**src/hdl/glmf_pkg.sv**
```systemverilog
// ----------------------------------------------------------------------------
// glmf_pkg
// Shared constants and types of the grid local maximum finder.
// ----------------------------------------------------------------------------
`timescale 1ns / 1ps

package glmf_pkg;

	localparam int MAX_WIDTH_DEF   = 1024;
	localparam int MAX_HEIGHT_DEF  = 1024;
	localparam int SAMPLE_BITS_DEF = 16;

	// Fixed field widths of the register port and of the result items.
	localparam int CFG_DATA_W  = 11;
	localparam int CFG_INDEX_W = 2;
	localparam int COORD_W     = 10;

	// Register indexes.
	localparam logic [CFG_INDEX_W-1:0] REG_GRID_WIDTH  = 2'd0;
	localparam logic [CFG_INDEX_W-1:0] REG_GRID_HEIGHT = 2'd1;

	// Number of candidate results one sample can decide.
	localparam int NUM_CHECKS = 4;

	// Where a sample sits in the grid; travels with the sample down the pipe.
	typedef struct packed {
		logic row_ge1;
		logic row_ge2;
		logic row_last;
		logic col_zero;
		logic col_ge1;
		logic col_last;
	} pos_flags_t;

endpackage

```
**src/hdl/glmf_window.sv**
```systemverilog
// ----------------------------------------------------------------------------
// glmf_window
// 3x3 window update and the four hilltop checks of one sample.
// ----------------------------------------------------------------------------
`timescale 1ns / 1ps

module glmf_window #(
	parameter int MAX_WIDTH   = glmf_pkg::MAX_WIDTH_DEF,
	parameter int MAX_HEIGHT  = glmf_pkg::MAX_HEIGHT_DEF,
	parameter int SAMPLE_BITS = glmf_pkg::SAMPLE_BITS_DEF
) (
	input  logic                                  clk,
	input  logic                                  arst_n,
	input  logic                                  adv,
	input  logic                                  acc,
	input  logic signed [SAMPLE_BITS-1:0]         sample_value,
	input  logic [$clog2(MAX_WIDTH)-1:0]          col,
	input  logic [$clog2(MAX_HEIGHT)-1:0]         row,
	input  glmf_pkg::pos_flags_t                  flags,
	input  logic signed [SAMPLE_BITS-1:0]         rd_upper,
	input  logic signed [SAMPLE_BITS-1:0]         rd_lower,
	output logic                                  wr_en,
	output logic [$clog2(MAX_WIDTH)-1:0]          wr_addr,
	output logic signed [SAMPLE_BITS-1:0]         wr_upper,
	output logic signed [SAMPLE_BITS-1:0]         wr_lower,
	output logic [glmf_pkg::NUM_CHECKS-1:0]       pend,
	output logic [$clog2(MAX_HEIGHT)-1:0]         row_out,
	output logic [$clog2(MAX_WIDTH)-1:0]          col_out
);
	import glmf_pkg::*;

	localparam int COL_W = $clog2(MAX_WIDTH);
	localparam int ROW_W = $clog2(MAX_HEIGHT);

	logic                          v_s1;
	logic                          v_s2;
	logic signed [SAMPLE_BITS-1:0] sample_s1;
	logic [COL_W-1:0]              col_s1;
	logic [COL_W-1:0]              col_s2;
	logic [ROW_W-1:0]              row_s1;
	logic [ROW_W-1:0]              row_s2;
	pos_flags_t                    flags_s1;
	pos_flags_t                    flags_s2;
	logic signed [SAMPLE_BITS-1:0] win_q    [3][3];
	logic signed [SAMPLE_BITS-1:0] win_next [3][3];
	logic signed [SAMPLE_BITS-1:0] up_val;
	logic signed [SAMPLE_BITS-1:0] lo_val;
	logic [NUM_CHECKS-1:0]         hit;
	logic [NUM_CHECKS-1:0]         cond;

	always_ff @(posedge clk or negedge arst_n) begin
		if (!arst_n) begin
			v_s1 <= 1'b0;
			v_s2 <= 1'b0;
		end else if (adv) begin
			v_s1 <= acc;
			v_s2 <= v_s1;
		end
	end

	always_ff @(posedge clk) begin
		if (adv) begin
			sample_s1 <= sample_value;
			col_s1    <= col;
			row_s1    <= row;
			flags_s1  <= flags;
			col_s2    <= col_s1;
			row_s2    <= row_s1;
			flags_s2  <= flags_s1;
			if (v_s1) begin
				win_q <= win_next;
			end
		end
	end

	// Rows above the grid read as the zero border.
	assign up_val = flags_s1.row_ge2 ? rd_upper : '0;
	assign lo_val = flags_s1.row_ge1 ? rd_lower : '0;

	// The first column starts from a cleared window (left border).
	always_comb begin
		for (int i = 0; i < 3; i++) begin
			win_next[i][0] = flags_s1.col_zero ? '0 : win_q[i][1];
			win_next[i][1] = flags_s1.col_zero ? '0 : win_q[i][2];
		end
		win_next[0][2] = up_val;
		win_next[1][2] = lo_val;
		win_next[2][2] = sample_s1;
	end

	assign wr_en    = adv && v_s1;
	assign wr_addr  = col_s1;
	assign wr_upper = lo_val;
	assign wr_lower = sample_s1;

	// Check k looks at the neighborhood shifted down by k[1] and right by k[0];
	// cells pushed past the window are the zero border on the right and bottom.
	for (genvar k = 0; k < NUM_CHECKS; k++) begin : g_check
		localparam int RO = k / 2;
		localparam int CO = k % 2;
		logic signed [SAMPLE_BITS-1:0] nb [3][3];
		logic                          ok;

		always_comb begin
			for (int i = 0; i < 3; i++) begin
				for (int j = 0; j < 3; j++) begin
					if (i + RO < 3 && j + CO < 3) begin
						nb[i][j] = win_q[i + RO][j + CO];
					end else begin
						nb[i][j] = '0;
					end
				end
			end
			// The upper-left neighbor only rules the cell out when strictly greater.
			ok = !(nb[0][0] > nb[1][1]);
			for (int i = 0; i < 3; i++) begin
				for (int j = 0; j < 3; j++) begin
					if (!((i == 0 && j == 0) || (i == 1 && j == 1))) begin
						if (nb[i][j] >= nb[1][1]) begin
							ok = 1'b0;
						end
					end
				end
			end
		end

		assign hit[k] = ok;
	end

	assign cond[0] = flags_s2.row_ge1 && flags_s2.col_ge1;
	assign cond[1] = flags_s2.row_ge1 && flags_s2.col_last;
	assign cond[2] = flags_s2.row_last && flags_s2.col_ge1;
	assign cond[3] = flags_s2.row_last && flags_s2.col_last;

	assign pend    = v_s2 ? (cond & hit) : '0;
	assign row_out = row_s2;
	assign col_out = col_s2;

endmodule

```
**config.mk**
```make
export PLATFORM = sky130hd
export DESIGN_NAME = glmf_window
export DESIGN_NICKNAME = d
export VERILOG_FILES = /design/src/hdl/glmf_pkg.sv /design/src/hdl/glmf_window.sv
export SDC_FILE = /design/constraint.sdc
export NUM_CORES = 1
export LEC_CHECK = 0
export BUFFER_PORTS_ARGS = -buffer_cell sky130_fd_sc_hd__buf_2
export CAP_MARGIN = 20
export CORE_MARGIN = 1.5
export CORE_UTILIZATION = 40
export DETAILED_ROUTE_END_ITERATION = 10
export PLACE_DENSITY = 0.59
export SLEW_MARGIN = 20
export SYNTH_ARGS = -nofsm -noshare
export SYNTH_HDL_FRONTEND = slang
export SYNTH_SLANG_ARGS = --single-unit
```
**constraint.sdc**
```tcl
create_clock -name clk -period 6.14 [get_ports clk]
set_clock_uncertainty 0.2 [all_clocks]
set_input_delay 0.307 -clock clk [delete_from_list [all_inputs] [get_ports clk]]
set_output_delay 0.307 -clock clk [all_outputs]
set_load 0.1 [all_outputs]
```
## Word-level counts from Yosys, hierarchy flattened

Index checks and enable logic that the tools add are counted.

| word-level totals | value |
|---|---|
| word-level logic and storage cells | 83 |
| flip-flop bits (word level) | 212 |
| input bits | 78 |

| cells by class | value |
|---|---|
| magnitude comparators | 24 |
| reduce and logical (&&, ||, !) cells | 10 |
| bitwise operators | 1 |
| mux-type cells | 22 |

Operators with widths:

| operator | number |
|---|---|
| $ge A16 B16 Y1 | 17 |
| $gt A16 B16 Y1 | 4 |
| $ge A1 B16 Y1 const A | 3 |
| $mux W1 | 20 |
| $mux W16 | 1 |
| $logic_and A1 B1 Y1 | 5 |
| $and A4 B4 Y4 | 1 |
| $logic_not A1 Y1 | 4 |
| $mux W4 | 1 |
| $reduce_and A2 Y1 | 1 |

## Logic depth before layout (Yosys ltp)

| depth | value |
|---|---|
| depth in word-level cells | 11 |
| depth in mapped cells | 9 |
| mapped depth without buffers | 9 |

## Worst setup path after synthesis

Ideal clock, no wire load.

| timing path | value |
|---|---|
| kind | flip-flop to output port |
| start point | reg win_q, in the netlist g_check[0].nb[31] |
| end point | out pend[2] in the netlist's numbering |
| buffers on the path | 0 |
| data arrival time | 4.933 ns |
| cell stages (with the launch flop) | 9 |
| path slack | 0.700 ns |
| path through | edfxtp_1 inv_1 ha_1 nand4_1 or4_4 o2111ai_2 mux2i_1 nand2_1 nor4_1 |

| on the way | value |
|---|---|
| word-level cells in the longest chain between the ends | 9 |

RTL lines:

| item | line | RTL |
|---|---|---|
| start: declaration | glmf_window.sv:44 | `logic signed [SAMPLE_BITS-1:0] win_q [3][3];` |
| start signal: assignment | glmf_window.sv:71 | `win_q <= win_next;` |
| $gt A16 B16 Y1 | glmf_window.sv:115 | `ok = !(nb[0][0] > nb[1][1]);` |
| $logic_not A1 Y1 | glmf_window.sv:115 |  |
| $mux W1 (4 in a row) | glmf_window.sv:119 | `if (nb[i][j] >= nb[1][1]) begin` |
| $mux W1 * | glmf_window.sv:119 |  |
| $and A4 B4 Y4 * | glmf_window.sv:135 | `assign pend = v_s2 ? (cond & hit) : '0;` |
| $mux W4 * | glmf_window.sv:135 |  |
| end: declaration | glmf_window.sv:26 | `output logic [glmf_pkg::NUM_CHECKS-1:0] pend,` |

Mark *: on every way between the ends. The rest lies on a longest branch, timed or not.

## Worst setup path after layout

Same ends and word-level chain as after synthesis.

==> metrics.md <==
| Metric | Value |
|---|---|
| Area growth syn-to-layout | `21.4%` |
| Worst-path clk slew | `~60 ps` |
| Count leader, synth | `ha_1` |
| IO buf count | `about 140` |
| Worst EP required | `between 5000 and 6000 ps` |
| Iteration-0 DRC Markers | `610` |
| Total grt overflow | `0` |
| Post-cts gate resize count | `0` |
| Final std cells w/o fill | `roughly 1,700` |
| Max-Cap Viols | `0` |
| Vias in the first global route | `9,190` |
| CTS H-tree depth | `1` |
| Vias/cell | `about 5.4` |
| Final setup viols | `0` |
| Pre-antenna DRT Iters | `5` |
| Post-route antenna net violation count | `0` |
| Final Hold Viols | `0` |
| Die ar. | `between 30,000 and 40,000 µm²` |
| Final wirelength | `between 30,000 and 40,000 µm` |
| Seq/Total Area, Yosys | `0.499` |
| Syn Std Cell Area | `~13,000 µm²` |
| Crit-path max FO | `5` |
| Yosys warnings | `0` |
| DP HPWL | `approximately 27,000 µm` |
| Async SR Flop Fraction | `0.00943` |
| Root Buffer | `clkbuf_16` |
| Slew Viols, Final | `0` |
| Worst Hold Class | `input port to flip-flop` |
| I/O Pins | `145` |
| Final Power | `slightly above 4000 µW` |
| Post-route DRC | `0` |
| Leak Pwr | `approximately 0.0067 µW` |
| CTS Sinks | `between 200 and 250` |
| Design area | `~15,000 µm²` |
| Setup repair after global routing missed its margin | `false` |
| Via count | `9,303` |
| Die Y | `~180 µm` |
| Die X | `181 µm` |
| Largest net degree at the start of global routing | `69` |
| Cell count after synthesis | `roughly 1,100` |
| Final GP Congestion | `roughly 0.90` |
| Initial Util | `0.404` |
| Synth cell types | `53` |
| Antenna violations before repair | `0` |
| Fin Setup TNS | `0 ps` |
| Crit Path Category | `flip-flop to output pin` |
| Post-synth top flop | `edfxtp_1` |
| Layout cells sized above 1 | `0.148` |
| Inserted Diodes | `0` |
| Synth area leaders | `edfxtp_1, ha_1, a21oi_1` |
| Startpoint Class | `flip-flop` |
| Syn avg cell area | `approximately 12 µm²` |
| TritonCTS Buffers | `25` |
| Top-area cell type share of the netlist area | `0.496` |
| Dpl cell area | `about 14,000 µm²` |
| Syn_nets | `approximately 1,400` |
| Synth Register Bits | `between 200 and 250` |
| Yosys top cell by area | `edfxtp_1` |
| Final Cycle Share | `0.725` |
| P per Cell Area | `around 260 nW/µm²` |
| Final net count | `between 1,500 and 2,000` |
| Core ar. | `31,500 µm²` |
| DR WL/cell | `20.8 µm` |
| Post-synth top cells | `ha_1, edfxtp_1, nor2_1, a21oi_1, inv_1` |
| Final Critical Period | `4450 ps` |
| Rel. slew slack | `0.432` |
| Worst Reg2Reg Path Length in Cells | `2` |
| Run status | `finished clean` |
| Cts hold-fix bufs | `73` |
| Placed insts | `around 1,600` |
| Hold path depth | `2` |
| Longest Clk Path Bufs | `3` |
| Crit path capture type | `output pin` |
| Worst-Margin Slew | `852 ps` |
| Total track usage | `0.219` |
| First-pass GRT wire length | `54,500 µm` |
| Cell Rows | `between 60 and 70` |
| WP data arrival | `just under 4000 ps` |
| Setup bufs post-CTS | `0` |
| Number of synthesized flops with an enable pin | `between 200 and 250` |
| Fmax | `225 MHz` |
| Peak supply drop | `254 µV` |
| TritonCTS clock tree | `done` |
| Skew-Pair Late Insertion Delay | `between 500 and 600 ps` |
worst max-delay path: stages, from the launching register on:
cell and delay (ps):
edfxtp_1 370, inv_1 130, ha_1 360, nand4_1 170
or4_4 590, o2111ai_2 210, mux2i_1 290, nand2_1 90
nor4_1 640, buf_2 550
routing by layer:
layer,vias to the layer above,global-route usage,share of wire
li1,4551,-,-
met4,0,0.0427,0.017
met1,4400,0.303,0.46
met5,-,0,0
met2,320,0.365,0.46
met3,32,0.0353,0.062
layout by cell type (no fill, tap or decap), types with 25 or more instances in the layout:
master         synthesis  routed
a21o_1                29      29
a21oi_1               81      81
and2_1                34      33
buf_2                  0     144
clkbuf_16              0      25
dlygate4sd3_1          0      73
edfxtp_1             210     210
ha_1                 240     240
inv_1                 77      77
nand2_1               52      52
nand4_1               44      44
nor2_1                85      85
nor2b_1               43      43
report_power, final:
part | internal (µW) | switching [µW]
Combinational | 266 | 578
Clock | 830 | 597
Sequential | 1720 | 81.8
Total | 2810 | 1260
sequential cells by signal, indices dropped and copies added, names as in the netlist:
register    cells
g_check.nb    144
wr_lower       16
col_out        10
row_out        10
row_s1         10
wr_addr        10
flags_s1        6
flags_s2        4
v_s1            1
v_s2            1
area by class of cell:
type,instances,area [µm²]
Fill cell,2726,16000
Sequential cell,212,6360
Multi-Input combinational cell,769,6030
Timing Repair Buffer,222,1490
Clock buffer,29,641
Tap cell,402,503
Inverter,77,289
Clock inverter,16,135
worst paths after layout:
path | start | endpoint | slack (ps)
setup / recovery | g_check[0].nb[31] | pend[2] | 1690
hold / removal | rd_lower[4] | g_check[0].nb[52] | 10
setup reg to reg | v_s1 | g_check[0].nb[105] | 3890
hold reg to reg | flags_s1[1] | flags_s2[1] | 220
max in group asynchronous | arst_n | v_s2 | 5130
min in group asynchronous | arst_n | v_s1 | 480
per-stage QoR:
step | hold slack, ps | utilization | worst slack [ps]
2_1_floorplan | -189 | - | 700
3_3_place_gp | -99.9 | 0.443 | 2300
3_5_place_dp | -98.2 | 0.443 | 2190
4_1_cts | 8.76 | 0.491 | 1620
5_1_grt | 6.98 | 0.491 | 1480
6_report | 14.1 | 0.491 | 1690
cells by family after synthesis:
| kind of cell | after synthesis | synth area share |
|---|---|---|
| flip-flops | 212 | 0.499 |
| AO/OA/AOI/OAI | 194 | 0.0967 |
| AND/OR/NAND/NOR | 323 | 0.131 |
| adder cells (fa/ha/maj) | 240 | 0.236 |
| buffers and inverters | 90 | 0.0265 |
| multiplexers | 12 | 0.00993 |
Note: power is estimated with default switching activity, not from simulation.
