<file path="src/hdl/glmf_pkg.sv">
// ----------------------------------------------------------------------------
// glmf_pkg
// Shared constants and types of the grid local maximum finder.
// ----------------------------------------------------------------------------
`timescale 1ns / 1ps

package glmf_pkg;

	localparam int MAX_WIDTH_DEF   = 1024;
	localparam int MAX_HEIGHT_DEF  = 1024;
	localparam int SAMPLE_BITS_DEF = 16;

	// Fixed field widths of the register port and of the result items.
	localparam int CFG_DATA_W  = 11;
	localparam int CFG_INDEX_W = 2;
	localparam int COORD_W     = 10;

	// Register indexes.
	localparam logic [CFG_INDEX_W-1:0] REG_GRID_WIDTH  = 2'd0;
	localparam logic [CFG_INDEX_W-1:0] REG_GRID_HEIGHT = 2'd1;

	// Number of candidate results one sample can decide.
	localparam int NUM_CHECKS = 4;

	// Where a sample sits in the grid; travels with the sample down the pipe.
	typedef struct packed {
		logic row_ge1;
		logic row_ge2;
		logic row_last;
		logic col_zero;
		logic col_ge1;
		logic col_last;
	} pos_flags_t;

endpackage

</file>
<file path="src/hdl/glmf_if.sv">


interface glmf_peak_if;
	import glmf_pkg::*;

	logic               valid;
	logic               ready;
	logic [COORD_W-1:0] peak_row;
	logic [COORD_W-1:0] peak_col;
	logic               last_of_run;

	modport source (output valid, output peak_row, output peak_col, output last_of_run,
		input ready);
	modport sink   (input valid, input peak_row, input peak_col, input last_of_run,
		output ready);
endinterface


</file>
<file path="src/hdl/glmf_peak_out.sv">
// ----------------------------------------------------------------------------
// glmf_peak_out
// Holds the results of one sample and hands them out one item at a time.
// ----------------------------------------------------------------------------
`timescale 1ns / 1ps

module glmf_peak_out #(
	parameter int MAX_WIDTH  = glmf_pkg::MAX_WIDTH_DEF,
	parameter int MAX_HEIGHT = glmf_pkg::MAX_HEIGHT_DEF
) (
	input  logic                              clk,
	input  logic                              arst_n,
	input  logic [glmf_pkg::NUM_CHECKS-1:0]   pend,
	input  logic [$clog2(MAX_HEIGHT)-1:0]     row,
	input  logic [$clog2(MAX_WIDTH)-1:0]      col,
	output logic                              adv,
	glmf_peak_if.source                       peaks
);
	import glmf_pkg::*;

	localparam int COL_W = $clog2(MAX_WIDTH);
	localparam int ROW_W = $clog2(MAX_HEIGHT);

	logic [NUM_CHECKS-1:0] pend_q;
	logic [ROW_W-1:0]      row_s3;
	logic [COL_W-1:0]      col_s3;
	logic [NUM_CHECKS-1:0] pick;
	logic [NUM_CHECKS-1:0] rest;
	logic                  out_free;
	logic                  take;
	logic                  valid_q;
	logic [COORD_W-1:0]    row_q;
	logic [COORD_W-1:0]    col_q;
	logic                  last_q;
	logic [ROW_W-1:0]      sel_row;
	logic [COL_W-1:0]      sel_col;

	// Lowest pending check goes first: this is the required result order.
	always_comb begin
		pick = '0;
		for (int k = NUM_CHECKS - 1; k >= 0; k--) begin
			if (pend_q[k]) begin
				pick = '0;
				pick[k] = 1'b1;
			end
		end
	end

	assign rest     = pend_q & ~pick;
	assign out_free = !valid_q || peaks.ready;
	assign take     = out_free && (pend_q != '0);
	assign adv      = (pend_q == '0) || (take && rest == '0);

	// Checks one and three sit in the sample's own column, two and three in its row.
	always_comb begin
		sel_row = (pick[2] || pick[3]) ? row_s3 : row_s3 - ROW_W'(1);
		sel_col = (pick[1] || pick[3]) ? col_s3 : col_s3 - COL_W'(1);
	end

	always_ff @(posedge clk or negedge arst_n) begin
		if (!arst_n) begin
			pend_q  <= '0;
			valid_q <= 1'b0;
		end else begin
			if (adv) begin
				pend_q <= pend;
			end else if (take) begin
				pend_q <= rest;
			end
			if (take) begin
				valid_q <= 1'b1;
			end else if (peaks.ready) begin
				valid_q <= 1'b0;
			end
		end
	end

	always_ff @(posedge clk) begin
		if (adv) begin
			row_s3 <= row;
			col_s3 <= col;
		end
		if (take) begin
			row_q  <= COORD_W'(sel_row);
			col_q  <= COORD_W'(sel_col);
			last_q <= (rest == '0);
		end
	end

	assign peaks.valid       = valid_q;
	assign peaks.peak_row    = row_q;
	assign peaks.peak_col    = col_q;
	assign peaks.last_of_run = last_q;

endmodule

</file>
<file path="src/flat_wrapper.sv">
// flat-port wrapper written by rule: the top's interface ports become plain ports
module glmf_peak_out_flat import glmf_pkg::*;
#(
	parameter int MAX_WIDTH  = glmf_pkg::MAX_WIDTH_DEF,
	parameter int MAX_HEIGHT = glmf_pkg::MAX_HEIGHT_DEF
)
  (clk, arst_n, pend, row, col, adv, peaks_valid, peaks_peak_row, peaks_peak_col, peaks_last_of_run, peaks_ready);
  glmf_peak_if peaks_i ();
  input  logic clk;
  input  logic arst_n;
  input  logic [glmf_pkg::NUM_CHECKS-1:0] pend;
  input  logic [$clog2(MAX_HEIGHT)-1:0] row;
  input  logic [$clog2(MAX_WIDTH)-1:0] col;
  output logic adv;
  output wire logic [$bits(peaks_i.valid)-1:0] peaks_valid;
  output wire logic [$bits(peaks_i.peak_row)-1:0] peaks_peak_row;
  output wire logic [$bits(peaks_i.peak_col)-1:0] peaks_peak_col;
  output wire logic [$bits(peaks_i.last_of_run)-1:0] peaks_last_of_run;
  input wire logic [$bits(peaks_i.ready)-1:0] peaks_ready;
  assign peaks_valid = peaks_i.valid;
  assign peaks_peak_row = peaks_i.peak_row;
  assign peaks_peak_col = peaks_i.peak_col;
  assign peaks_last_of_run = peaks_i.last_of_run;
  assign peaks_i.ready = peaks_ready;
  glmf_peak_out #(.MAX_WIDTH(MAX_WIDTH), .MAX_HEIGHT(MAX_HEIGHT)) u_core (.clk(clk), .arst_n(arst_n), .pend(pend), .row(row), .col(col), .adv(adv), .peaks(peaks_i));
endmodule
</file>
<file path="config.mk">
export PLATFORM = sky130hd
export DESIGN_NAME = glmf_peak_out_flat
export DESIGN_NICKNAME = d
export VERILOG_FILES = /design/src/hdl/glmf_pkg.sv /design/src/hdl/glmf_if.sv /design/src/hdl/glmf_peak_out.sv /design/src/flat_wrapper.sv
export SDC_FILE = /design/constraint.sdc
export NUM_CORES = 1
export LEC_CHECK = 0
export ABC_AREA = 1
export BUFFER_PORTS_ARGS = -buffer_cell sky130_fd_sc_hd__buf_2
export CORE_UTILIZATION = 33
export CTS_BUF_LIST = sky130_fd_sc_hd__clkbuf_16
export CTS_CLUSTER_SIZE = 14
export DETAILED_ROUTE_END_ITERATION = 16
export PLACE_DENSITY = 0.6
export SLEW_MARGIN = 20
export SYNTH_ARGS = -nofsm -noshare
export SYNTH_HDL_FRONTEND = slang
export SYNTH_SLANG_ARGS = --single-unit
</file>
<file path="constraint.sdc">
create_clock -name clk -period 2.15 [get_ports clk]
set_clock_uncertainty 0.15 [all_clocks]
set_input_delay 0.215 -clock clk [delete_from_list [all_inputs] [get_ports clk]]
set_output_delay 0.215 -clock clk [all_outputs]
set_load 0.03 [all_outputs]
</file>
After elaboration in Yosys (flattened, before gate mapping):

Cells that the tools add are included.

* input bits: 27
* bits in registers: 46
* word-level logic and storage cells: 33
* output and inout bits: 23

* bitwise logic cells: 2
* muxes and demuxes: 10
* add/subtract/negate cells: 2
* reductions and logical operators: 12

Operators by type and width (number)
* $mux 4: 6
* $mux 10: 2
* $sub 10x1->10 const B: 2
* $logic_not 4->1: 2
* $and 4x4->4: 1
* $logic_or 1x1->1: 4
* $not 4->4: 1
* $reduce_bool 2->1: 2
* $reduce_bool 4->1: 1
* $logic_and 1x1->1: 2
* $mux 1: 2
* $logic_not 1->1: 1

Depth between registers and ports, before layout:

Gate-level depths: netlist of the first run.

* word-level depth: 10
* mapped depth: 8
* depth with buffers taken out: 8

Worst setup path before layout of the first run:

No wires, ideal clock.

* path type: register to register
* from: register u_core.valid_q (netlist: u_core.peaks.valid)
* to: register u_core.last_q (netlist: u_core.peaks.last_of_run), enable pin
* slack: 0.054 ns
* setup time: 0.399 ns
* cell stages (with the launch flop): 4
* arrival time: 1.547 ns
* buffers on the path: 0
* data required time: 1.601 ns
* period minus slack after synthesis: 2.096 ns
* path through: dfrtp_1 > inv_1 > nor2_1 > nor2_1

* cells in the longest elaborated chain, start to end: 3

RTL lines
* start, declared: RTL line glmf_peak_out.sv:31 `logic valid_q;`
* start signal, assigned: RTL line glmf_peak_out.sv:63 `valid_q <= 1'b0;`
* start signal, assigned: RTL line glmf_peak_out.sv:71 `valid_q <= 1'b1;`
* start signal, assigned: RTL line glmf_peak_out.sv:73 `valid_q <= 1'b0;`
* $logic_not 1->1: RTL line glmf_peak_out.sv:50 `assign out_free = !valid_q || peaks.ready;`
* $logic_or 1x1->1: RTL line glmf_peak_out.sv:50
* $logic_and 1x1->1: RTL line glmf_peak_out.sv:51 `assign take = out_free && (pend_q != '0);`
* net u_core.take: RTL line glmf_peak_out.sv:30 `logic take;`
* end signal, assigned: RTL line glmf_peak_out.sv:86 `last_q <= (rest == '0);`
* end, declared: RTL line glmf_peak_out.sv:34 `logic last_q;`

The timed path passes the listed nets, and every way through them passes these cells.
A chain may end at the register's enable or synchronous reset.

Worst setup path after layout of the first run:

* from: register u_core.pend_q[1]
* to: output port adv

* cells in the longest elaborated chain, start to end: 7
* elaborated cells between the ends (all ways): 10
* classes of those cells: 2 x mux; 2 x bitwise; 6 x reduce/logical

RTL lines
* start, declared: RTL line glmf_peak_out.sv:24 `logic [NUM_CHECKS-1:0] pend_q;`
* start signal, assigned: RTL line glmf_peak_out.sv:66 `pend_q <= pend;`
* start signal, assigned: RTL line glmf_peak_out.sv:68 `pend_q <= rest;`
* $mux 4 (2 in a row): RTL line glmf_peak_out.sv:42 `if (pend_q[k]) begin`
* $not 4->4: RTL line glmf_peak_out.sv:49 `assign rest = pend_q & ~pick;`
* $and 4x4->4: RTL line glmf_peak_out.sv:49
* $logic_not 4->1: RTL line glmf_peak_out.sv:52 `assign adv = (pend_q == '0) || (take && rest == '0);`
* $logic_and 1x1->1: RTL line glmf_peak_out.sv:52
* $logic_or 1x1->1 (*): RTL line glmf_peak_out.sv:52
* end, declared: RTL line flat_wrapper.sv:14 `output logic adv;`

Mark *: on every way between the ends. The rest lies on a longest branch, timed or not.

==> metrics.cfg, run 1 <==
[drt]
drc_errors = 0
antenna_left = 0
firstDrtPassIters = 4
wl_um = 3900
num_vias = 1504
vias_per_cell = 4.33
first_iter_violations = 49
detail_route.wl_per_cell_um = 11.3

[synth]
synth_fp_nets = 220
synth-edff-count = 41
synth_ff_type = edfxtp_1
syn_area_per_cell_um2 = 11.0
netlist_instances = 191
syn_area_mm2 = 0.00210
ys.warnings.count = 0
synth-seq-area-share_pct = 64.6
synth_commonest_cells = nand2_1, edfxtp_1, nor2_1, inv_1, xor2_1
synth_cell_types = 24
synth-seq-cells = 46
synthTopCellsByArea = edfxtp_1, nand2_1, dfrtp_1
synth-async-reset-ratio_pct = 10.9
synth.top_cell.area_share_pct = 58.6
synth_top_cell_by_area = edfxtp_1
synthMostInstantiatedCell = nand2_1

[cells_and_area]
nets = 300
final_cell_area_mm2 = 0.00287
area_growth_pct = 36.8
layout-drive-gt1-share_pct = 28.7
finish.utilization_pct = 47.7
antennaDiodeCount = 0
fin_cells = 347

[timing]
drv_slew = 0
setup_viol = 0
tightestPinTransition_ps = 331
hold_viol_final = 0
period_share_pct = 93.8
rsz0062_at_grt = no
fmax_ghz = 0.496
slew_headroom_pct = 77.9
setup-tns-final_ps = 0
min_period_ps = 2020

[place]
hpwl_um = 2750
place.gp.congestion = 0.791
place_area_mm2 = 0.00245
port_buffers = 49
post-place-cells = 316

[clock_tree]
cts_sinks = 46
clockBufferDepth = 2
clk_pin_slew_ps = 60
clock_latency_ps = 280
tritoncts = yes
clock-root-buffer = clkbuf_16
h-tree-depth = 2
cts_buffers = 5

[power_and_ir_drop]
ir_drop_uv = 582
p_leak_nw = 1.24
power.density_mw_per_mm2 = 1600

[die]
ios = 50
die_w_um = 81.8
initial_utilization_pct = 34.9
dieArea_mm2 = 0.00669
core_mm2 = 0.00603
die_h_um = 81.8
row_count = 28

[job]
maxCapViolCount = 0

[worst_setup_path]
cp_max_fo = 25
critPathKind = register to output pin
crit_path_start_kind = register
end_kind = output pin
cp.required_ps = 1780
critPathArrivalTime_ps = 1650

[global_routing]
grtUsageTotal_pct = 13.0
grt.overflow.total = 0
grt_max_degree = 26
grt_pass1_wl_um = 6360
first_global_vias = 1442
antenna_found_initial = 0

[status]
status = finished clean

[min_path]
min_path_type = input pin to register

report_power, final:
group | switching [W] | total, W | leakage [nW] | internal (W)
Sequential | 0.000211 | 0.00178 | 0.453 | 0.00157
Clock | 0.000312 | 0.000979 | 0.0940 | 0.000667
Combinational | 0.00131 | 0.00185 | 0.694 | 0.000538
Total | 0.00183 | 0.00461 | 1.24 | 0.00278
layer usage:
metal	part of all wire, %	vias up	track usage (%)
met5	0	-	0
met4	1.6	0	6.67
met3	4.0	4	2.89
met2	51	35	23.1
met1	43	674	14.5
li1	-	791	-
final timing paths:
check                           cells past startpoint                    startpoint  slack (ps)                                  to
worst max-delay path                                6  u_core.pend_q[1]$_DFFE_PN0P_         130                                 adv
worst min-delay path                                3                       pend[0]           7        u_core.pend_q[0]$_DFFE_PN0P_
worst max register to register                      7    u_core.row_s3[0]$_DFFE_PP_         500  u_core.peaks.peak_row[8]$_DFFE_PP_
worst min register to register                      2  u_core.pend_q[3]$_DFFE_PN0P_         410        u_core.pend_q[3]$_DFFE_PN0P_
max in group asynchronous                           2                        arst_n        1600        u_core.pend_q[1]$_DFFE_PN0P_
min in group asynchronous                           2                        arst_n         120        u_core.pend_q[0]$_DFFE_PN0P_
sequential cells by signal (all words and copies together), names as in the netlist:
name / count
u_core.col_s3: 10
u_core.peaks.peak_col: 10
u_core.peaks.peak_row: 10
u_core.row_s3: 10
u_core.pend_q: 4
u_core.peaks.last_of_run: 1
u_core.peaks.valid: 1
cell type report:
type	count	area, um^2
sequential	46	1360
tap	75	93.8
inverter	23	86.3
clock inverter	3	68.8
fill	567	3150
timing repair buffer	73	483
clock buffer	5	125
multi-input combinational	122	661
placed cells by master (no fill, tap or decap), drive strengths merged:
master	instances
a21oi	1
buf	50
bufinv	2
clkbuf	5
clkinv	1
dfrtp	5
dlygate4sd3	23
edfxtp	41
ha	2
inv	23
nand2	57
nand3	8
nand3b	2
nand4	3
nor2	24
o21a	1
o21ai	10
o31ai	1
xnor2	4
xor2	9
critical path, stage by stage, from the launching register on:
cell and delay [ps]:
dfrtp_1 440, inv_2 100, nand2_2 80, nor2_4 160
inv_2 70, nand2_4 270, buf_2 270
cells by family after synthesis:
group	count (synthesis)	share of synthesized area, %
adders and majority gates	2	1.19
AOI/OAI and AO/OA	13	3.51
xor gates and xnor gates	13	5.42
DFF	46	64.6
buffers and inverters	23	4.11
and+or+nand+nor	94	21.2
what timing repair did:
item | in CTS | in global routing
setup buffers | 0 | 0
hold buffers | 23 | 0
gates resized for setup | 0 | 0
endpoints found under the hold margin | 27 | 0
metrics by stage:
step	total power [W]	hold slack [ps]	setup slack, ps
floorplan	0.00315	-231	54.2
global placement	0.00360	-115	459
detailed placement	0.00364	-115	418
CTS	0.00467	2.77	108
global route	0.00493	39.1	9.05
finish	0.00461	6.80	132
No activity file was read; power rests on OpenSTA's default activity.
==> run 2: changes to the inputs <==
--- a/constraint.sdc
+++ b/constraint.sdc
@@ -3,3 +3,3 @@
 set_input_delay 0.215 -clock clk [delete_from_list [all_inputs] [get_ports clk]]
 set_output_delay 0.215 -clock clk [all_outputs]
-set_load 0.03 [all_outputs]
+set_load 0.005 [all_outputs]
==> metrics.cfg, run 2 (synthesis results as in run 1) <==
[global_routing]
grtUsageMet1_pct = 15.5
met3_usage_pct = 2.33
grt_pass1_wl_um = 6760
grt_max_degree = 26
grt.overflow.total = 0
grt-busiest-layer = met2
grtUsageTotal_pct = 13.6
antenna_found_initial = 0
first_global_vias = 1487
grt.met2_usage_pct = 24.8

[timing]
tightestPinTransition_ps = 345
rsz0062_at_grt = no
slew_headroom_pct = 77.0
period_share_pct = 91.7
min_period_ps = 1970
setup_viol = 0
hold_viol_final = 0
fmax_ghz = 0.507
drv_slew = 0
setup-tns-final_ps = 0

[cells_and_area]
layout_common_cells = nand2_1, buf_2, edfxtp_1
layout-drive-gt1-share_pct = 28.2
nets = 301
fill_cells = 584
antennaDiodeCount = 0
final_cell_area_mm2 = 0.00283
finish.utilization_pct = 47.0
area_growth_pct = 34.8

[die]
initial_utilization_pct = 34.9
die_h_um = 81.8
core_mm2 = 0.00603
ios = 50
die_w_um = 81.8
row_count = 28
dieArea_mm2 = 0.00669

[worst_setup_path]
end_kind = output pin
cp_max_fo = 25
critPathArrivalTime_ps = 1610
critPathKind = register to output pin
crit_path_start_kind = register
cp.required_ps = 1780

[clock_tree]
tritoncts = yes
clk_pin_slew_ps = 60
h-tree-depth = 2
cts_resized = 0
cts_hold_buf = 24
clock_latency_ps = 280
post_cts_buffers = 0
cts_sinks = 46
cts_buffers = 5
clockBufferDepth = 2
clock-root-buffer = clkbuf_16

[power_and_ir_drop]
ir_drop_uv = 547
power.density_mw_per_mm2 = 1400
power_w = 0.00396
p_leak_nw = 1.22

[place]
port_buffers = 49
place.gp.congestion = 0.809
hpwl_um = 2900
place_area_mm2 = 0.00245

[drt]
first_iter_violations = 55
wl_um = 4150
drc_errors = 0
vias_per_cell = 4.39
antenna_left = 0
firstDrtPassIters = 4
detail_route.wl_per_cell_um = 11.9
num_vias = 1527

[min_path]
min_path_type = input pin to register

[job]
maxCapViolCount = 0

[status]
status = finished clean

==> run 2: cell types whose count changed in the layout (fill, tap and decap cells not counted), sizes merged <==
cell and change:
clkinvlp +1, dlygate4sd3 +1, clkinv +1, bufinv -2
==> run 2: metrics by stage <==
stage / instances / setup slack (ps) / hold WS, ps
2_1_floorplan: 191 / 71.3 / -231
3_3_place_gp: 316 / 517 / -114
3_5_place_dp: 316 / 457 / -112
4_1_cts: 348 / 146 / 25.1
5_1_grt: 348 / 13.2 / 22.2
6_report: 348 / 179 / 27.3
==> run 2: routing by layer <==
layer / vias up / share of wire, % / wire, um
met5: - / 0 / 0
met4: 0 / 1.1 / 45
met3: 4 / 3.2 / 133
met2: 36 / 53 / 2190
met1: 698 / 43 / 1770
li1: 789 / - / -
==> run 2: final timing paths <==
kind                                                start                                  to  slack [ps]  depth (start not counted)
hold / removal                                    pend[1]        u_core.pend_q[1]$_DFFE_PN0P_          30                          3
setup reg to reg               u_core.col_s3[0]$_DFFE_PP_  u_core.peaks.peak_col[8]$_DFFE_PP_         520                          6
hold reg to reg              u_core.pend_q[3]$_DFFE_PN0P_        u_core.pend_q[3]$_DFFE_PN0P_         410                          2
min in group asynchronous                          arst_n        u_core.pend_q[2]$_DFFE_PN0P_         120                          2
setup / recovery           u_core.peaks.valid$_DFFE_PN0P_                                 adv         180                          6
max in group asynchronous                          arst_n        u_core.pend_q[3]$_DFFE_PN0P_        1600                          2
==> run 2: final cells by class <==
cell class,count,area [um^2],share of cell area (%)
tap,75,93.8,3.31
inverter,23,86.3,3.05
sequential,46,1360,47.9
clock inverter,3,16.3,0.574
timing repair buffer,74,493,17.4
clock buffer,5,125,4.42
multi-input combinational,122,661,23.3
==> run 2: critical path, cell delays in order, from the launching register on <==
cell,delay [ps]
dfrtp_1,340
inv_1,40
nor2_1,260
inv_1,150
nand3_2,120
nand2_4,210
buf_2,210
==> run 2: power breakdown <==
| group | switching [W] | internal (W) |
|---|---|---|
| logic | 0.000913 | 0.000531 |
| clock network | 0.000307 | 0.000424 |
| registers | 0.000215 | 0.00157 |
