$ cat src/hdl/glmf_pkg.sv
// ----------------------------------------------------------------------------
// glmf_pkg
// Shared constants and types of the grid local maximum finder.
// ----------------------------------------------------------------------------
`timescale 1ns / 1ps

package glmf_pkg;

	localparam int MAX_WIDTH_DEF   = 1024;
	localparam int MAX_HEIGHT_DEF  = 1024;
	localparam int SAMPLE_BITS_DEF = 16;

	// Fixed field widths of the register port and of the result items.
	localparam int CFG_DATA_W  = 11;
	localparam int CFG_INDEX_W = 2;
	localparam int COORD_W     = 10;

	// Register indexes.
	localparam logic [CFG_INDEX_W-1:0] REG_GRID_WIDTH  = 2'd0;
	localparam logic [CFG_INDEX_W-1:0] REG_GRID_HEIGHT = 2'd1;

	// Number of candidate results one sample can decide.
	localparam int NUM_CHECKS = 4;

	// Where a sample sits in the grid; travels with the sample down the pipe.
	typedef struct packed {
		logic row_ge1;
		logic row_ge2;
		logic row_last;
		logic col_zero;
		logic col_ge1;
		logic col_last;
	} pos_flags_t;

endpackage

$ cat src/hdl/glmf_if.sv


interface glmf_cfg_if;
	import glmf_pkg::*;

	logic                   valid;
	logic                   ready;
	logic [CFG_INDEX_W-1:0] index;
	logic [CFG_DATA_W-1:0]  data;

	modport source (output valid, output index, output data, input ready);
	modport sink   (input valid, input index, input data, output ready);
endinterface

$ cat src/hdl/glmf_ctrl.sv
// ----------------------------------------------------------------------------
// glmf_ctrl
// Grid size registers and the raster position of the next sample.
// ----------------------------------------------------------------------------
`timescale 1ns / 1ps

module glmf_ctrl #(
	parameter int MAX_WIDTH  = glmf_pkg::MAX_WIDTH_DEF,
	parameter int MAX_HEIGHT = glmf_pkg::MAX_HEIGHT_DEF
) (
	input  logic                            clk,
	input  logic                            arst_n,
	glmf_cfg_if.sink                        cfg,
	input  logic                            acc,
	output logic [$clog2(MAX_WIDTH)-1:0]    col,
	output logic [$clog2(MAX_HEIGHT)-1:0]   row,
	output glmf_pkg::pos_flags_t            flags
);
	import glmf_pkg::*;

	localparam int COL_W = $clog2(MAX_WIDTH);
	localparam int ROW_W = $clog2(MAX_HEIGHT);
	localparam int WC_W  = $clog2(MAX_WIDTH + 1);
	localparam int HC_W  = $clog2(MAX_HEIGHT + 1);
	localparam int WX_W  = (WC_W > CFG_DATA_W) ? WC_W : CFG_DATA_W;
	localparam int HX_W  = (HC_W > CFG_DATA_W) ? HC_W : CFG_DATA_W;

	logic [COL_W-1:0] col_q;
	logic [ROW_W-1:0] row_q;
	logic [COL_W-1:0] wlast_q;
	logic [ROW_W-1:0] hlast_q;
	logic [COL_W-1:0] wlast_new;
	logic [ROW_W-1:0] hlast_new;
	logic [WX_W-1:0]  wext;
	logic [HX_W-1:0]  hext;
	logic             cfg_wr;

	assign cfg.ready = 1'b1;
	assign cfg_wr    = cfg.valid;

	// A size of zero acts as one, a size above the maximum as the maximum.
	always_comb begin
		wext = WX_W'(cfg.data);
		hext = HX_W'(cfg.data);
		if (wext == '0) begin
			wlast_new = '0;
		end else if (wext > WX_W'(MAX_WIDTH)) begin
			wlast_new = COL_W'(MAX_WIDTH - 1);
		end else begin
			wlast_new = COL_W'(wext - WX_W'(1));
		end
		if (hext == '0) begin
			hlast_new = '0;
		end else if (hext > HX_W'(MAX_HEIGHT)) begin
			hlast_new = ROW_W'(MAX_HEIGHT - 1);
		end else begin
			hlast_new = ROW_W'(hext - HX_W'(1));
		end
	end

	always_ff @(posedge clk or negedge arst_n) begin
		if (!arst_n) begin
			col_q   <= '0;
			row_q   <= '0;
			wlast_q <= '0;
			hlast_q <= '0;
		end else if (cfg_wr && (cfg.index == REG_GRID_WIDTH || cfg.index == REG_GRID_HEIGHT)) begin
			if (cfg.index == REG_GRID_WIDTH) begin
				wlast_q <= wlast_new;
			end else begin
				hlast_q <= hlast_new;
			end
			col_q <= '0;
			row_q <= '0;
		end else if (acc) begin
			if (col_q == wlast_q) begin
				col_q <= '0;
				row_q <= (row_q == hlast_q) ? '0 : row_q + ROW_W'(1);
			end else begin
				col_q <= col_q + COL_W'(1);
			end
		end
	end

	assign col            = col_q;
	assign row            = row_q;
	assign flags.row_ge1  = (row_q != '0);
	assign flags.row_ge2  = (row_q > ROW_W'(1));
	assign flags.row_last = (row_q == hlast_q);
	assign flags.col_zero = (col_q == '0);
	assign flags.col_ge1  = (col_q != '0);
	assign flags.col_last = (col_q == wlast_q);

endmodule

$ cat src/flat_wrapper.sv
// flat-port wrapper written by rule: the top's interface ports become plain ports
module glmf_ctrl_flat import glmf_pkg::*;
#(
	parameter int MAX_WIDTH  = glmf_pkg::MAX_WIDTH_DEF,
	parameter int MAX_HEIGHT = glmf_pkg::MAX_HEIGHT_DEF
)
  (clk, arst_n, acc, col, row, flags, cfg_valid, cfg_index, cfg_data, cfg_ready);
  glmf_cfg_if cfg_i ();
  input  logic clk;
  input  logic arst_n;
  input  logic acc;
  output logic [$clog2(MAX_WIDTH)-1:0] col;
  output logic [$clog2(MAX_HEIGHT)-1:0] row;
  output glmf_pkg::pos_flags_t flags;
  input wire logic [$bits(cfg_i.valid)-1:0] cfg_valid;
  input wire logic [$bits(cfg_i.index)-1:0] cfg_index;
  input wire logic [$bits(cfg_i.data)-1:0] cfg_data;
  output wire logic [$bits(cfg_i.ready)-1:0] cfg_ready;
  assign cfg_i.valid = cfg_valid;
  assign cfg_i.index = cfg_index;
  assign cfg_i.data = cfg_data;
  assign cfg_ready = cfg_i.ready;
  glmf_ctrl #(.MAX_WIDTH(MAX_WIDTH), .MAX_HEIGHT(MAX_HEIGHT)) u_core (.clk(clk), .arst_n(arst_n), .cfg(cfg_i), .acc(acc), .col(col), .row(row), .flags(flags));
endmodule
$ cat config.mk
export PLATFORM = sky130hd
export DESIGN_NAME = glmf_ctrl_flat
export DESIGN_NICKNAME = d
export VERILOG_FILES = /design/src/hdl/glmf_pkg.sv /design/src/hdl/glmf_if.sv /design/src/hdl/glmf_ctrl.sv /design/src/flat_wrapper.sv
export SDC_FILE = /design/constraint.sdc
export NUM_CORES = 1
export LEC_CHECK = 0
export BUFFER_PORTS_ARGS = -buffer_cell sky130_fd_sc_hd__buf_2
export CORE_MARGIN = 10
export CORE_UTILIZATION = 62
export CTS_BUF_LIST = sky130_fd_sc_hd__clkbuf_8
export CTS_CLUSTER_SIZE = 28
export DETAILED_ROUTE_END_ITERATION = 12
export GPL_TIMING_DRIVEN = 0
export PLACE_DENSITY = 0.95
export SYNTH_ARGS = -nofsm -noshare
export SYNTH_HDL_FRONTEND = slang
export SYNTH_SLANG_ARGS = --single-unit
export TNS_END_PERCENT = 1
$ cat constraint.sdc
create_clock -name clk -period 4.4 [get_ports clk]
set_input_delay 0.22 -clock clk [delete_from_list [all_inputs] [get_ports clk]]
set_output_delay 0.22 -clock clk [all_outputs]
set_load 0.01 [all_outputs]
Word level (Yosys, flattened, before mapping)
Index checks and enable logic that the tools add are counted.

word-level totals
  bits in registers = 40
  bits of input ports = 17
  output and inout port bits = 27
  logic and storage cells = 34

cells by class
  add/subtract/negate cells = 3
  order comparisons = 2
  equality and inequality tests = 3
  multiplexer cells = 9
  bitwise gates (word level) = 1
  reduce and logical (&&, ||, !) cells = 12

operators by type and width
  operator                                                        count
  2-to-1 mux 10 bit                                               9
  adder 10 x 1 -> 10 bit, second input constant                   2
  equality test 10 bit                                            2
  nonzero test 10 bit                                             2
  greater-than comparator 11 bit, second input constant           1
  zero test 11 bit                                                1
  greater-than comparator 10 x 1 -> 1 bit, second input constant  1
  zero test 10 bit                                                1
  subtractor 10 x 1 -> 10 bit, second input constant              1
  AND reduction 2 bit                                             3
  nonzero test 2 bit                                              2
  equality test 2 x 1 -> 1 bit, second input constant             1
  zero test 2 bit                                                 1
  logical AND 1 bit                                               1
  logical OR 1 bit                                                1
  NOT 1 bit                                                       1

Logic depth before layout (Yosys ltp)
Gate-level depths: netlist (run 1).

  depth after elaboration = 5
  mapped depth = 7
  gate-level depth less buffers = 7

Worst setup path before layout (run 1)
OpenSTA, ideal clock, no wires.

  path kind = flip-flop to flip-flop
  start point = reg u_core.row_q[6], in the netlist u_core.row[6]
  end point = reg u_core.row_q[5], in the netlist u_core.row[5]
  library setup time = 138 ps
  arrival time = 1770 ps
  required time = 4262 ps
  slack = 2492 ps
  stages on the path, launching flop included = 8
  path through = dfrtp_1 buf_2 xnor2_1 nand4_1 nor4_1 and2_1 buf_2 nor4_1

RTL lines
  element                 line             text
  start, declared         glmf_ctrl.sv:29  logic [ROW_W-1:0] row_q;
  start signal, assigned  glmf_ctrl.sv:78  row_q <= (row_q == hlast_q) ? '0 : row_q + ROW_W'(1);

==> out/metrics.cfg, run 1 <==
[flow_run]
drv_cap=0

[clocking]
ctsResizeCount=0
cts.path.max_buffers=2
cts_buffers=5
insertion_delay_ns=0.30
root_buffer=clkbuf_8
htreeDepth=2
cts.sinks=40
cts_tree=done
cts.hold.buffers_added=0
clk_pin_slew_ns=0.08
postCtsSetupRepairBufs=0

[logic_synthesis]
synth-edff-count=0
ys_warn_count=0
syn_inst=269
async_reset_ff_frac=1.00
syn_area_per_cell_um2=9.11
syn-num-nets=293
synth_cell_type_count=44
ys_seq_elements=40
yosysSeqAreaShare=0.409
synthFlopType=dfrtp_1
syn_area_um2=2450

[final_layout]
layout-drive-gt1-share=0.202
final_cells=365
n_antenna_cell=0
syn2layout_area_growth_pct=15.0
nets=340

[floorplanning]
die_h_um=82.9
dieArea_um2=6870
ios=44
die_w_um=82.9
initial_utilization=0.654
num_rows=22
coreArea_um2=3740

[placed_design]
gp_congestion=0.850
pre_cts_ws_ns=2.19
portBuffers=40
hpwlAfterDp_mm=4.64
dp.cells=357

[critical_path]
startpoint_type=flop
ff2ff_setup_slack_ns=2.40
cp.arrival_ns=1.81
rr_worst_depth=5
worstPathMaxFanout=8
crit_type=reg2out
slowest_delay_ns=0.55
required_ns=4.18
endpoint_kind=primary output
r2r_end=u_core.col[5]
cp_slowest_cell=or4_1
rr_startpoint=u_core.col[2]
crit_chain=clkbuf_1 > or4_1 > nor2_1 > o21ai_0 > buf_2

[global_route]
grt_max_degree=41
antenna_found_initial=0
grt_pass1_wl_mm=10.7
grt-ovfl-total=0
grt_pass1_vias=2190
grt_usage=0.181

[sta]
finalCriticalPeriod_ns=2.03
rsz0062_at_grt=false
slew_headroom=0.419
worstMarginPinSlew_ns=0.872
fin_crit_sh=0.461
max_freq_ghz=0.493
postLayoutSetupSlackWorst_ns=2.37
report.final.slew_viol_count=0
hold_viol=0
setup_tns_ns=0
setup_viol=0
skew_ns=0.00454

[drt]
wire_per_inst_um=16.9
vias=2220
first_pass_iters=5
viasPerCell=6.08
drc=0
drtIter0Drc=243
ant_nets=0
drt-total-wl_mm=6.18

[pwr]
power.leakage_nw=1.29
power.density_nw_per_um2=318
finalPower_mw=0.896
peakVddDrop_v=0.000210

[worst_hold_path]
min_path_type=in2async

[status]
outcome=completed

[cells by family after synthesis]
kind of cell / share of synthesized area
multiplexers: 0.0286
other: 0.00153
XOR/XNOR: 0.0965
AND/OR/NAND/NOR: 0.239
flip-flops: 0.409
AO/OA/AOI/OAI: 0.136
buffers and inverters: 0.0460
adder cells (fa/ha/maj): 0.0439
[registers in the layout, indices dropped and copies added, names as in the netlist]
name,flops
u_core.wlast_q,10
u_core.hlast_q,10
u_core.col,10
u_core.row,10
[synth_stat cells, drive strengths merged (4+ instances only)]
library cell   n  area share
nand3          6       0.012
dfrtp         40        0.41
inv           11       0.017
mux2i          7       0.029
a21oi          8       0.016
o31ai          4       0.014
xnor2         21       0.075
or4            5       0.018
a31oi          5       0.013
nor4          10       0.038
clkbuf         6      0.0092
nand2         33       0.051
o21ai         29       0.059
or3            4       0.014
xor2           6       0.021
ha             7       0.036
and3           7       0.018
nor3           7       0.014
nor2          14       0.021
nand4          8       0.020
buf            9       0.020
[routing by layer]
metal,global-route usage,part of all wire,vias to the layer above
met5,0,0,-
met4,0.0723,0.027,0
met3,0.0498,0.069,19
met2,0.300,0.49,105
met1,0.216,0.42,1043
li1,-,-,1053
[layout make-up]
class                      instances  area, µm²
tap                               48       60.1
buffer                            15       71.3
clock buffer                       5       68.8
inverter                          11       41.3
clock inverter                     3       38.8
timing repair buffer              40        200
sequential                        40       1000
fill                             265        926
multi-input combinational        203       1340
[cell usage in the layout, fill, tap and decap left out, types with 6 or more instances in the layout]
cell type and n:
o21ai_1 7, ha_1 7, a21oi_1 8, o21ai_0 22, buf_2 46, mux2i_1 7, nor2_1 14, and3_1 7
dfrtp_1 40, nor3_1 7, nand4_1 8, nor4_1 8, inv_1 12, xor2_1 6, nand3_1 6, clkbuf_1 6
nand2_1 33, xnor2_1 21
[through the flow]
| stage | hold WS [ns] | instance area, µm² | utilization |
|---|---|---|---|
| floorplan | -0.0756 | 2450 | - |
| global placement | 0.372 | 2710 | 0.724 |
| detailed placement | 0.379 | 2710 | 0.724 |
| CTS | 0.0619 | 2820 | 0.753 |
| global route | 0.0937 | 2820 | 0.753 |
| finish | 0.0293 | 2820 | 0.753 |
[worst max path at each step]
stage / start / end / slack [ns] / cells past startpoint
floorplan: u_core.row[6] / u_core.row[5] / 2.49 / 7
global placement: cfg_data[0] / u_core.wlast_q[8] / 2.24 / 8
detailed placement: cfg_data[0] / u_core.wlast_q[8] / 2.19 / 8
CTS: u_core.row[7] / flags[4] / 2.37 / 5
global route: u_core.row[6] / flags[3] / 2.20 / 5
finish: u_core.row[7] / flags[4] / 2.37 / 5
[critical path, delay by kind of cell, from the launching register on]
| family | cells | cell delay (ns) |
|---|---|---|
| flops | 1 | 0.38 |
| compound gates | 1 | 0.09 |
| simple gates | 2 | 0.70 |
| buf+inv | 2 | 0.33 |
[report_power, final]
| part | total [mW] | leakage, nW | internal (mW) | switching (mW) |
|---|---|---|---|---|
| Combinational | 0.160 | 0.709 | 0.0689 | 0.0915 |
| Sequential | 0.441 | 0.517 | 0.405 | 0.0363 |
| Clock | 0.295 | 0.0593 | 0.166 | 0.129 |
Power figures use the tool's default switching activity.
==> inputs of run 2 (changes only) <==
--- a/config.mk
+++ b/config.mk
@@ -7,12 +7,12 @@
 export LEC_CHECK = 0
 export BUFFER_PORTS_ARGS = -buffer_cell sky130_fd_sc_hd__buf_2
 export CORE_MARGIN = 10
-export CORE_UTILIZATION = 62
+export CORE_UTILIZATION = 52
 export CTS_BUF_LIST = sky130_fd_sc_hd__clkbuf_8
 export CTS_CLUSTER_SIZE = 28
 export DETAILED_ROUTE_END_ITERATION = 12
 export GPL_TIMING_DRIVEN = 0
-export PLACE_DENSITY = 0.95
+export PLACE_DENSITY = 0.86
 export SYNTH_ARGS = -nofsm -noshare
 export SYNTH_HDL_FRONTEND = slang
 export SYNTH_SLANG_ARGS = --single-unit
==> constraint.sdc (replaced) <==
create_clock -name clk -period 1.7 [get_ports clk]
set_input_delay 0.085 -clock clk [delete_from_list [all_inputs] [get_ports clk]]
set_output_delay 0.085 -clock clk [all_outputs]
set_load 0.01 [all_outputs]
==> run 2 against run 1 <==
  * The run now ends with negative setup slack left
  * Sequential power grew to 2.6 times the previous value
  * Final area grew 7.8%
  * Die area grew 14%
  * Setup slack lost 2.6 ns
  * Critical endpoint is now flags[0]
==> out/metrics.cfg, run 2 (synthesis gave the netlist of run 1 again) <==
[placed_design]
gp_congestion=0.841  ; was 0.850
portBuffers=40  ; unchanged
placed_area_um2=2740  ; was 2710 µm²
dp.cells=361  ; was 357
hpwlAfterDp_mm=4.31  ; was 4.64 mm

[clocking]
cts_buffers=5  ; unchanged
htreeDepth=2  ; unchanged
cts.sinks=40  ; unchanged
clk_pin_slew_ns=0.09  ; was 0.08 ns
root_buffer=clkbuf_8  ; unchanged
cts_tree=done  ; unchanged
cts.path.max_buffers=2  ; unchanged
insertion_delay_ns=0.31  ; was 0.30 ns

[critical_path]
startpoint_type=flop  ; unchanged
cp.arrival_ns=1.81  ; about the same
ff2ff_setup_slack_ns=-0.14  ; was 2.40 ns
worstPathMaxFanout=4  ; was 8
crit_chain=xnor2_1 > nand4_1 > or3_4 > inv_1 > buf_2  ; was clkbuf_1 > or4_1 > nor2_1 > o21ai_0 > buf_2
required_ns=1.62  ; was 4.18 ns
crit_type=reg2out  ; unchanged
crit_family=simple AND/OR/NAND/NOR gates  ; unchanged
endpoint_kind=primary output  ; unchanged
slowest_delay_ns=0.47  ; was 0.55 ns
cp_slowest_cell=or3_4  ; was or4_1
cp_num_buf_inv=2  ; unchanged

[floorplanning]
die_w_um=88.6  ; was 82.9 µm
die_h_um=88.6  ; was 82.9 µm
dieArea_um2=7860  ; was 6870 µm²
ios=44  ; unchanged
initial_utilization=0.551  ; was 0.654
coreArea_um2=4440  ; was 3740 µm²
num_rows=24  ; was 22

[drt]
drc=0  ; unchanged
wire_per_inst_um=17.5  ; was 16.9 µm
drtIter0Drc=218  ; was 243
first_pass_iters=4  ; was 5
vias=2283  ; was 2220
viasPerCell=6.07  ; was 6.08
drt-total-wl_mm=6.58  ; was 6.18 mm
ant_nets=0  ; unchanged

[final_layout]
final_cells=376  ; was 365
n_antenna_cell=0  ; unchanged
layout-drive-gt1-share=0.321  ; was 0.202
nets=347  ; was 340
syn2layout_area_growth_pct=24.0  ; was 15.0%
mostFrequentLayoutCells=buf_2 (44), nand2_1 (33), dfrtp_1 (30)  ; was buf_2 (46), dfrtp_1 (40), nand2_1 (33)
fill_cells=317  ; was 265
layout_commonest_cell=buf_2  ; unchanged
stdcell_area_um2=3040  ; was 2820 µm²

[sta]
worstMarginPinSlew_ns=0.875  ; was 0.872 ns
setup_viol=25  ; was 0
rsz0062_at_grt=true  ; was false
skew_ns=0.0151  ; was 0.00454 ns
finalCriticalPeriod_ns=1.90
postLayoutSetupSlackWorst_ns=-0.200  ; was 2.37 ns
report.final.slew_viol_count=0  ; unchanged
fin_crit_sh=1.12
hold_viol=0  ; unchanged
whs_ns=0.0895  ; was 0.0293 ns
max_freq_ghz=0.526
slew_headroom=0.416  ; was 0.419

[global_route]
grt_max_degree=41  ; unchanged
grt_pass1_vias=2192  ; was 2190
grt_usage=0.163  ; was 0.181
antenna_found_initial=0  ; unchanged
grt-ovfl-total=0  ; unchanged
grt_pass1_wl_mm=10.3  ; was 10.7 mm

[flow_run]
drv_cap=0  ; unchanged

[status]
outcome=finished, violations left  ; was completed
failed_checks=negative setup slack

[pwr]
power.density_nw_per_um2=758  ; was 318 nW/µm²
peakVddDrop_v=0.000467  ; was 0.000210 V
power.leakage_nw=1.34  ; was 1.29 nW

[worst_hold_path]
min_path_type=in2reg  ; was in2async

run 2: cell types whose count changed in the layout (fill, tap and decap cells not counted), moves of 3 or more:
cell | before | now
buf_6 | 0 | 3
dfrtp_1 | 40 | 30
xnor2_2 | 0 | 6
inv_1 | 12 | 9
dfrtp_2 | 0 | 10
buf_4 | 2 | 9
xnor2_1 | 21 | 15
run 2: per-stage QoR:
stage / power, mW / setup slack [ns] / utilization / setup TNS, ns
after floorplan: 1.41 / -0.0234 / - / -0.112
after global placement: 1.55 / -0.260 / 0.616 / -4.19
after detailed placement: 1.57 / -0.294 / 0.616 / -5.36
after CTS: 2.25 / -0.0883 / 0.664 / -0.484
after global routing: 2.40 / -0.248 / 0.684 / -3.38
final: 2.30 / -0.200 / 0.684 / -1.62
run 2: layout make-up:
cell class / count / area (µm²) / share of cell area
Buffer: 13 / 76.3 / 0.0251
Clock buffer: 6 / 82.6 / 0.0272
Clock inverter: 2 / 10.0 / 0.00329
Inverter: 11 / 41.3 / 0.0136
Multi-Input combinational cell: 203 / 1480 / 0.486
Sequential cell: 40 / 1010 / 0.334
Tap cell: 52 / 65.1 / 0.0214
Timing Repair Buffer: 49 / 274 / 0.0902
run 2: what timing repair did:
item,4_1_cts,5_1_grt
pin swaps,14,12
resized for setup,22,17
hold endpoints to repair,40,0
buffers inserted,8,0
setup endpoints to repair,21,30
hold buffers,1,0
run 2: power by group:
part | switching, mW | internal [mW] | total (mW)
clock | 0.342 | 0.324 | 0.666
combinational | 0.271 | 0.214 | 0.485
sequential | 0.103 | 1.05 | 1.15
run 2: path summary, 6_finish.rpt:
| path | startpoint | endpoint | cells after the start |
|---|---|---|---|
| setup / recovery | u_core.col[3] | flags[0] | 5 |
| hold / removal | acc | u_core.col[0] | 3 |
| setup reg to reg | u_core.col[3] | u_core.row[3] | 6 |
| hold reg to reg | u_core.hlast_q[6] | u_core.hlast_q[6] | 2 |
| max in group asynchronous | arst_n | u_core.col[6] | 2 |
| min in group asynchronous | arst_n | u_core.wlast_q[2] | 2 |
run 2: layer usage:
| layer | GRT usage | share of wire | vias up |
|---|---|---|---|
| li1 | - | - | 1071 |
| met1 | 0.197 | 0.42 | 1104 |
| met2 | 0.271 | 0.50 | 91 |
| met3 | 0.0423 | 0.065 | 17 |
| met4 | 0.0646 | 0.020 | 0 |
| met5 | 0 | 0 | - |
run 2: worst register-to-register path, cell delays in order (launching register included):
cell     delay (ns)
dfrtp_2        0.45
xnor2_1        0.17
nand4_1        0.24
nor4_4         0.35
buf_6          0.20
mux2i_1        0.25
nor3_2         0.07
==> inputs of run 3 (changes only) <==
--- a/config.mk
+++ b/config.mk
@@ -13,6 +13,7 @@
 export DETAILED_ROUTE_END_ITERATION = 12
 export GPL_TIMING_DRIVEN = 0
 export PLACE_DENSITY = 0.86
+export SETUP_SLACK_MARGIN = 0.5
 export SYNTH_ARGS = -nofsm -noshare
 export SYNTH_HDL_FRONTEND = slang
 export SYNTH_SLANG_ARGS = --single-unit
==> run 3 against run 2 <==
  * The flow still finishes with violations (negative setup slack)
  * Fmax is 2.9% higher
  * Sequential share of layout area is 2.9 points lower
  * Critical path depth stayed put
  * Via count is 6.5% higher
  * Wire length is 16% higher
  * Setup slack better by 0.053 ns
  * Combinational power is 19% higher
  * Register-to-register slack hardly changed
  * Clock power is 17% higher
  * Sequential cell count stayed put
  * Critical path type unchanged
==> out/metrics.cfg, run 3 (synthesis gave the netlist of run 1 again) <==
[final_layout]
fill_cells=269  ; was 317
layout-drive-gt1-share=0.376  ; was 0.321
layout_commonest_cell=buf_2  ; unchanged
mostFrequentLayoutCells=buf_2 (37), nand2_1 (32), dfrtp_1 (32)  ; was buf_2 (44), nand2_1 (33), dfrtp_1 (30)
nets=358  ; was 347
syn2layout_area_growth_pct=35.6  ; was 24.0%
n_antenna_cell=0  ; unchanged
stdcell_area_um2=3320  ; was 3040 µm²

[global_route]
grt_usage=0.192  ; was 0.163
use_met2=0.335  ; was 0.271
grt_use_met3=0.0322  ; was 0.0423
grt_pass1_vias=2331  ; was 2192
grt_most_used_layer=met2  ; unchanged
grt_max_degree=41  ; unchanged
antenna_found_initial=0  ; unchanged
grt_pass1_wl_mm=11.9  ; was 10.3 mm
grt_use_met1=0.231  ; was 0.197
grt-ovfl-total=0  ; unchanged

[placed_design]
hpwlAfterDp_mm=4.60  ; was 4.31 mm
pre_cts_ws_ns=-0.314  ; was -0.294 ns
placed_area_um2=2740  ; about the same
portBuffers=40  ; unchanged
gp_congestion=0.836  ; was 0.841

[status]
outcome=finished, violations left  ; unchanged
failed_checks=negative setup slack  ; unchanged

[drt]
drc=0  ; unchanged
wire_per_inst_um=19.7  ; was 17.5 µm
vias=2431  ; was 2283
viasPerCell=6.28  ; was 6.07
first_pass_iters=5  ; was 4
drt-total-wl_mm=7.62  ; was 6.58 mm
ant_nets=0  ; unchanged
drtIter0Drc=254  ; was 218

[sta]
worstMarginPinSlew_ns=0.563  ; was 0.875 ns
setup_viol=18  ; was 25
skew_ns=0.0119  ; was 0.0151 ns
postLayoutSetupSlackWorst_ns=-0.147  ; was -0.200 ns
finalCriticalPeriod_ns=1.85  ; was 1.90 ns
fin_crit_sh=1.09  ; was 1.12
report.final.slew_viol_count=0  ; unchanged
hold_viol=0  ; unchanged
rsz0062_at_grt=true  ; unchanged
slew_headroom=0.625  ; was 0.416
max_freq_ghz=0.541  ; was 0.526 GHz
setup_tns_ns=-1.33  ; was -1.62 ns

[clocking]
root_buffer=clkbuf_8  ; unchanged
insertion_delay_ns=0.30  ; was 0.31 ns
htreeDepth=2  ; unchanged
clk_pin_slew_ns=0.08  ; was 0.09 ns
cts_buffers=5  ; unchanged
cts.sinks=40  ; unchanged
cts.path.max_buffers=2  ; unchanged
cts_tree=done  ; unchanged

[worst_hold_path]
min_path_type=in2reg  ; unchanged

[floorplanning]
num_rows=24  ; unchanged
die_w_um=88.6  ; unchanged
coreArea_um2=4440  ; unchanged
die_h_um=88.6  ; unchanged
dieArea_um2=7860  ; unchanged
ios=44  ; unchanged
initial_utilization=0.551  ; unchanged

[critical_path]
cp.arrival_ns=1.76  ; was 1.81 ns
crit_type=reg2out  ; unchanged
worstPathMaxFanout=3  ; was 4
required_ns=1.62  ; about the same
startpoint_type=flop  ; unchanged
endpoint_kind=primary output  ; unchanged

[pwr]
power.leakage_nw=1.46  ; was 1.34 nW
power.density_nw_per_um2=754  ; was 758 nW/µm²
peakVddDrop_v=0.000331  ; was 0.000467 V

[flow_run]
drv_cap=0  ; unchanged

-- run 3: cell types whose count changed in the layout (fill, tap and decap cells not counted), moves of 5 or more --
cell     before  now
buf_6         3   11
buf_2        44   37
buf_4         9   14
o21ai_0      21   11
o21ai_1       7   16
-- run 3: per-layer routing --
layer  vias up  share of wire
li1       1094              -
met1      1164           0.38
met2       144           0.51
met3        29          0.072
met4         0          0.037
met5         -              0
-- run 3: final cells by class --
type | instances | area, µm² | area share
repair buffers | 58 | 400 | 0.121
inverters | 11 | 46.3 | 0.0139
multi-input cells | 203 | 1580 | 0.476
clock buffers | 5 | 68.8 | 0.0207
plain buffers | 15 | 108 | 0.0324
clock inverters | 3 | 42.5 | 0.0128
flip-flops and latches | 40 | 1010 | 0.304
well taps | 52 | 65.1 | 0.0196
-- run 3: worst max-delay path, cell delays in order, from the launching register on --
cell and delay, ns:
dfrtp_2 0.44, xnor2_1 0.21, nand4_1 0.21, or3_4 0.45, inv_2 0.07, buf_6 0.09
-- run 3: path summary, 6_finish.rpt --
kind	slack [ns]	startpoint	endpoint	cells after the start
max in group asynchronous	0.95	arst_n	u_core.col[4]	2
max reg2reg	-0.14	u_core.col[7]	u_core.row[5]	6
min reg2reg	0.50	u_core.hlast_q[5]	u_core.hlast_q[5]	2
max	-0.15	u_core.col[2]	flags[0]	5
min	0.09	acc	u_core.col[1]	3
min in group asynchronous	0.35	arst_n	u_core.col[9]	2
-- run 3: metrics by stage --
stage / instances / total power [mW] / hold slack, ns / utilization
detailed placement: 361 / 1.57 / 0.255 / 0.616
floorplan: 269 / 1.41 / -0.211 / -
global placement: 361 / 1.55 / 0.242 / 0.616
finish: 387 / 2.51 / 0.0930 / 0.747
global route: 387 / 2.60 / 0.105 / 0.747
CTS: 387 / 2.44 / 0.0976 / 0.724
-- run 3: repair_timing --
item	4_1_cts	5_1_grt
pin swaps	38	29
endpoints found under the setup margin	44	52
endpoints found under the hold margin	40	0
gates resized for setup	67	24
hold buffers	1	0
buffers inserted	17	0
-- run 3: where the power goes --
part / internal [mW] / switching, mW / total (mW) / leakage (nW)
clock network: 0.434 / 0.346 / 0.781 / 0.0541
logic: 0.268 / 0.309 / 0.577 / 0.902
registers: 1.05 / 0.0978 / 1.15 / 0.504
total: 1.75 / 0.753 / 2.51 / 1.46
